==> config.mk <==
export PLATFORM = sky130hd
export DESIGN_NAME = xorshift_ranged_random_top
export DESIGN_NICKNAME = d
export VERILOG_FILES = /design/src/xrr_pkg.sv /design/src/xorshift_ranged_random_top.sv
export SDC_FILE = /design/constraint.sdc
export NUM_CORES = 2
export LEC_CHECK = 0
export CAP_MARGIN = 20
export CORE_UTILIZATION = 35
export CTS_CLUSTER_SIZE = 30
export DETAILED_ROUTE_END_ITERATION = 6
export DONT_BUFFER_PORTS = 1
export PLACE_DENSITY = 0.55
export SYNTH_ARGS = -nofsm -noshare
export SYNTH_HDL_FRONTEND = slang
export SYNTH_SLANG_ARGS = --single-unit
==> constraint.sdc <==
create_clock -name i_clk -period 7.1 [get_ports i_clk]
set_clock_uncertainty 0.15 [all_clocks]
set_input_delay 0.71 -clock i_clk [delete_from_list [all_inputs] [get_ports i_clk]]
set_output_delay 0.71 -clock i_clk [all_outputs]
set_load 0.02 [all_outputs]
==> src/xrr_pkg.sv <==
// Shared types and constants for the ranged xorshift128+ generator.
package xrr_pkg;

    localparam int unsigned WORD_W    = 64;
    localparam int unsigned CFG_IDX_W = 8;
    localparam int unsigned CNT_W     = $clog2(WORD_W);

    localparam logic [CFG_IDX_W-1:0] CFG_SEED_FIRST  = CFG_IDX_W'(0);
    localparam logic [CFG_IDX_W-1:0] CFG_SEED_SECOND = CFG_IDX_W'(1);

    localparam logic [WORD_W-1:0] SEED_FIRST_RST  = WORD_W'(1);
    localparam logic [WORD_W-1:0] SEED_SECOND_RST = WORD_W'(2);

    localparam int unsigned SHIFT_A = 23;
    localparam int unsigned SHIFT_B = 17;
    localparam int unsigned SHIFT_C = 26;

    localparam logic [CNT_W-1:0] CNT_LAST = CNT_W'(WORD_W - 1);

    typedef enum logic [1:0] {
        ST_IDLE,
        ST_DIV,
        ST_HOLD
    } t_state;

endpackage

==> src/xorshift_ranged_random_top.sv <==
// Ranged xorshift128+ generator: one-bit-per-cycle restoring modulo unit.
// For unequal bounds an input transfer starts 64 remainder steps in a single subtractor;
// ST_HOLD then adds the lower bound and loads the output register once the output is free.
// Equal bounds go straight to ST_HOLD. No new input is taken until the result is loaded.
// Reset (synchronous, active low) loads seeds 1 and 2 into the state and empties the output.
module xorshift_ranged_random_top
    import xrr_pkg::*;
(
    input  logic                   i_clk,
    input  logic                   i_rst_n,
    input  logic                   i_cfg_valid,
    output logic                   o_cfg_ready,
    input  logic [CFG_IDX_W-1:0]   i_cfg_index,
    input  logic [WORD_W-1:0]      i_cfg_data,
    input  logic                   s_axis_tvalid,
    output logic                   s_axis_tready,
    input  logic [2*WORD_W-1:0]    s_axis_tdata,   // lower_bound, upper_bound
    output logic                   m_axis_tvalid,
    input  logic                   m_axis_tready,
    output logic [WORD_W-1:0]      m_axis_tdata    // value
);

    t_state             r_state, n_state;
    logic [WORD_W-1:0]  r_seed_a, n_seed_a;
    logic [WORD_W-1:0]  r_seed_b, n_seed_b;
    logic [WORD_W-1:0]  r_s0, n_s0;
    logic [WORD_W-1:0]  r_s1, n_s1;
    logic [WORD_W-1:0]  r_dvd, n_dvd;
    logic [WORD_W-1:0]  r_rng, n_rng;
    logic [WORD_W-1:0]  r_rem, n_rem;
    logic [WORD_W-1:0]  r_low, n_low;
    logic [CNT_W-1:0]   r_cnt, n_cnt;
    logic               r_out_valid, n_out_valid;
    logic [WORD_W-1:0]  r_out_data, n_out_data;

    logic [WORD_W-1:0]  lower, upper;
    logic [WORD_W-1:0]  x_mix, s1_new;
    logic [WORD_W:0]    shifted, diff;
    logic               in_xfer, cfg_xfer, out_free;

    assign lower = s_axis_tdata[WORD_W-1:0];
    assign upper = s_axis_tdata[2*WORD_W-1:WORD_W];

    assign x_mix  = r_s0 ^ (r_s0 << SHIFT_A);
    assign s1_new = x_mix ^ r_s1 ^ (x_mix >> SHIFT_B) ^ (r_s1 >> SHIFT_C);

    assign shifted = {r_rem, r_dvd[WORD_W-1]};
    assign diff    = shifted - {1'b0, r_rng};

    assign s_axis_tready = (r_state == ST_IDLE);
    assign o_cfg_ready   = 1'b1;
    assign in_xfer       = s_axis_tvalid && s_axis_tready;
    assign cfg_xfer      = i_cfg_valid && o_cfg_ready;
    assign out_free      = !r_out_valid || m_axis_tready;

    assign m_axis_tvalid = r_out_valid;
    assign m_axis_tdata  = r_out_data;

    always_comb begin
        n_state     = r_state;
        n_seed_a    = r_seed_a;
        n_seed_b    = r_seed_b;
        n_s0        = r_s0;
        n_s1        = r_s1;
        n_dvd       = r_dvd;
        n_rng       = r_rng;
        n_rem       = r_rem;
        n_low       = r_low;
        n_cnt       = r_cnt;
        n_out_valid = r_out_valid;
        n_out_data  = r_out_data;

        if (r_out_valid && m_axis_tready) begin
            n_out_valid = 1'b0;
        end

        unique case (r_state)
            ST_IDLE: begin
                if (in_xfer) begin
                    n_low = lower;
                    n_rem = '0;
                    n_cnt = '0;
                    if (lower == upper) begin
                        n_state = ST_HOLD;
                    end else begin
                        n_s0    = r_s1;
                        n_s1    = s1_new;
                        n_dvd   = s1_new + r_s1;
                        n_rng   = upper - lower;
                        n_state = ST_DIV;
                    end
                end
            end
            ST_DIV: begin
                n_rem = diff[WORD_W] ? shifted[WORD_W-1:0] : diff[WORD_W-1:0];
                n_dvd = {r_dvd[WORD_W-2:0], 1'b0};
                n_cnt = r_cnt + CNT_W'(1);
                if (r_cnt == CNT_LAST) begin
                    n_state = ST_HOLD;
                end
            end
            ST_HOLD: begin
                if (out_free) begin
                    n_out_valid = 1'b1;
                    n_out_data  = r_rem + r_low;
                    n_state     = ST_IDLE;
                end
            end
            default: n_state = ST_IDLE;
        endcase

        if (cfg_xfer) begin
            unique case (i_cfg_index)
                CFG_SEED_FIRST: begin
                    n_seed_a = i_cfg_data;
                    n_s0     = i_cfg_data;
                    n_s1     = r_seed_b;
                end
                CFG_SEED_SECOND: begin
                    n_seed_b = i_cfg_data;
                    n_s0     = r_seed_a;
                    n_s1     = i_cfg_data;
                end
                default: begin
                end
            endcase
        end
    end

    always_ff @(posedge i_clk) begin
        if (!i_rst_n) begin
            r_state     <= ST_IDLE;
            r_out_valid <= 1'b0;
            r_seed_a    <= SEED_FIRST_RST;
            r_seed_b    <= SEED_SECOND_RST;
            r_s0        <= SEED_FIRST_RST;
            r_s1        <= SEED_SECOND_RST;
            r_cnt       <= '0;
        end else begin
            r_state     <= n_state;
            r_out_valid <= n_out_valid;
            r_seed_a    <= n_seed_a;
            r_seed_b    <= n_seed_b;
            r_s0        <= n_s0;
            r_s1        <= n_s1;
            r_cnt       <= n_cnt;
        end
    end

    always_ff @(posedge i_clk) begin
        r_dvd      <= n_dvd;
        r_rng      <= n_rng;
        r_rem      <= n_rem;
        r_low      <= n_low;
        r_out_data <= n_out_data;
    end

endmodule

==> summary.txt <==
CTS
  – Total clock sinks: 585
  – CTS root buf: clkbuf_16
  – CTS tree: done
  – Htree depth: 3
  – Post-CTS setup buffers: 0
  – Clock latency on the worst-skew pair: 0.65 ns
  – Clock-pin slew on the worst setup and hold paths: 0.06 ns
  – CTS Buf Count: 75
  – Clock Tree Buf Depth: 3

Worst setup path
  – WP data arrival: 5.10 ns
  – CP max FO: 7
  – CP Class: register to register
  – Worst r2r src: r_s0[48]$_SDFF_PN0_
  – FF-to-FF path depth: 14
  – Worst endpoint required time: 7.32 ns
  – Crit start category: register
  – Critical Path Sink Type: register
  – Worst Setup SP: r_s0[48]$_SDFF_PN0_
  – Flop-to-flop setup slack: ~2.2 ns
  – Crit Reg-Reg Endpoint: r_dvd[63]$_DFFE_PP_

Floorplanning
  – Die ar.: 114000 um^2
  – Rows: about 120
  – Die Ht: 338 um
  – Core area: 111000 um^2
  – I/O Pins: 272
  – Die Width: between 300 and 400 um
  – Initial Util: 35.5%

Detailed routing
  – First-pass iteration count of the detailed router: 6
  – Detail Route Antenna Nets: 0
  – DRC viols: 0
  – Starting DRT DRC Count: 2389
  – Routed wire per std cell: 21.4 um
  – Vias: 32881
  – Vias per inst: ~5.4
  – Wirelength, routed: 129000 um

Timing
  – Worst hold slack: 0.0468 ns
  – Worst rel slew slack: a little over a quarter
  – TNS Setup: 0 ns
  – Final hold viol count: 0
  – Setup violators final: 0
  – Worst-Margin Slew: ~1.1 ns
  – Pins Over Slew Limit: 0
  – Max Clk Rate: roughly 0.20 GHz
  – Tcrit/Tclk final: 68.7%
  – RSZ-0062 raised after global routing: false
  – Final min period: 4.88 ns

Synthesis
  – Most frequent cell after synthesis: nand2_1
  – Gate Count Post-Synth: 4533
  – Post-synth net total: 5000
  – Synth Register Bits: 585
  – Dominant synthesized flop cell: edfxtp_1
  – Register area share after synthesis: 37.7%
  – Synth top area cells: edfxtp_1 24%, dfxtp_1 13%, ha_1 8.2%, xnor2_1 6.8%, nand2_1 6.0%
  – Post-synth top cells: 636 x nand2_1, 469 x a21oi_1, 320 x edfxtp_1
  – Post-synth EDFFs: 320
  – Avg Synthesized Cell Area: 8.73 um^2
  – Yosys warns: 0
  – Cell Area, Synth: between 30000 and 40000 um^2
  – Cell taking the most area after synthesis: edfxtp_1
  – Yosys cell types: 87
  – Asr flop ratio synth: 0%
  – Top-area cell type share of the netlist area: 24.3%

GRT
  – First-pass GRT wire length: approximately 200000 um
  – GRT Util Overall: 21.9%
  – Initial antenna violation count: 4
  – Vias in the first global route: 31420
  – GRT overflow: 0
  – Pin count of the biggest net entering global routing: 221

Place
  – HPWL Detailed: 96300 um
  – Final Wtd Congestion: 0.930
  – IO Port Bufs: 0

Worst hold path
  – Hold path start: i_cfg_data[47]
  – Endpoint, Worst Hold: r_seed_a[47]$_SDFFE_PN0P_
  – Hold depth: 2
  – Tightest Hold Check Type: primary input to register

Finish
  – Nets: about 5000
  – Ratio of cells with drive above 1 in the final layout: under 10%
  – Final Core Density: 39.7%
  – Syn-to-layout area delta: 11.8%

Power
  – PD cells: around 250 nW/um^2
  – Peak VDD IR: 0.148 mV
  – Overall power: 0.0109 W
  – Leak: 17.0 nW

Run
  – Max Cap Viol: 0

Outcome
  – Status: completed
[per-layer routing]
metal  vias to the layer above  routed length, um  part of all wire (%)  global-route usage, %
li1                      16126                  -                     -                      -
met1                     15660              58200                    45                   29.3
met2                       902              60500                    47                   36.1
met3                       189               6850                   5.3                   3.49
met4                         4               3730                   2.9                   6.34
met5                         -                 27                 0.021                      0
[cell families after synthesis]
family | synth area share (%)
AND/OR/NAND/NOR | 15.7
AO/OA/AOI/OAI | 20.2
flip-flops | 37.7
buffers and inverters | 4.62
XOR/XNOR | 9.45
adder cells (fa/ha/maj) | 8.36
multiplexers | 3.97
other | 0.00948
[worst max-delay path by stage]
stage                                to  depth (start not counted)
finish              r_dvd[63]$_DFFE_PP_                         14
detailed placement   r_s0[3]$_SDFF_PN0_                         10
global placement     r_s0[3]$_SDFF_PN0_                         10
global route        r_dvd[47]$_DFFE_PP_                         16
CTS                 r_dvd[63]$_DFFE_PP_                         14
floorplan            r_s1[1]$_SDFF_PN1_                          9
[through the flow]
step	instances	setup slack, ns	area, um^2
6_report	6037	2.22	44200
5_1_grt	6037	1.96	44200
4_1_cts	6036	2.26	44200
3_5_place_dp	5796	2.23	40700
3_3_place_gp	5796	2.14	40700
2_1_floorplan	4533	1.75	39600
[cell type report]
type	instances	area (um^2)
clock inverter	32	407
sequential	585	14900
timing repair buffer	131	1280
inverter	215	817
tap	1488	1860
fill	11304	67200
clock buffer	98	2030
multi-input combinational	3487	22900
antenna	1	2.50
[timing repair]
| action | 4_1_cts | 5_1_grt |
|---|---|---|
| hold buffers | 110 | 0 |
| resized for setup | 0 | 0 |
| endpoints found under the hold margin | 162 | 0 |
[critical path: stages, from the launching register on]
cell and delay (ns):
dfxtp_1 0.38, xnor2_1 0.68, xnor2_1 0.31, ha_1 0.50, and3_1 0.28, nand4_1 0.19, nor4_1 0.37, nand3_1 0.14
o22ai_1 0.40, o21ai_1 0.22, o221a_2 0.31, nor4_1 0.23, a211oi_1 0.09, xnor2_1 0.25, a21oi_1 0.10
[sequential cells by signal, indices dropped and copies added, names as in the netlist]
signal         count
r_rng             64
m_axis_tdata      64
r_s0              64
r_low             64
r_rem             64
r_seed_a          64
r_s1              64
r_dvd             64
r_seed_b          64
m_axis_tvalid      1
r_state            2
r_cnt              6
[cells in the final DEF (no fill, tap or decap), types with 15 or more instances in the layout]
master           n
xnor2_1        305
a311oi_1        64
and3_1          27
edfxtp_1       320
nand2b_1        26
mux2i_1        131
o31ai_1         22
a211oi_1       141
a21oi_1        469
dfxtp_1        265
a31oi_1         28
and2_1          35
inv_1          212
o21a_1          31
ha_1           258
nor3_1          41
nand2_1        634
nor2_1         298
o21ai_0        195
a21boi_0        15
o21bai_1        47
buf_4           19
dlygate4sd3_1  110
clkbuf_1        16
clkbuf_16       75
nand3_1         55
mux2_2          23
nor2b_1        125
nand4_1         76
a21o_1         135
xor2_1         122
[report_power, final]
group | total, W | internal (W) | switching, W
registers | 0.00407 | 0.00390 | 0.000173
logic | 0.00293 | 0.00118 | 0.00176
clock network | 0.00390 | 0.00231 | 0.00160
total | 0.0109 | 0.00738 | 0.00353
Power figures use the tool's default switching activity.
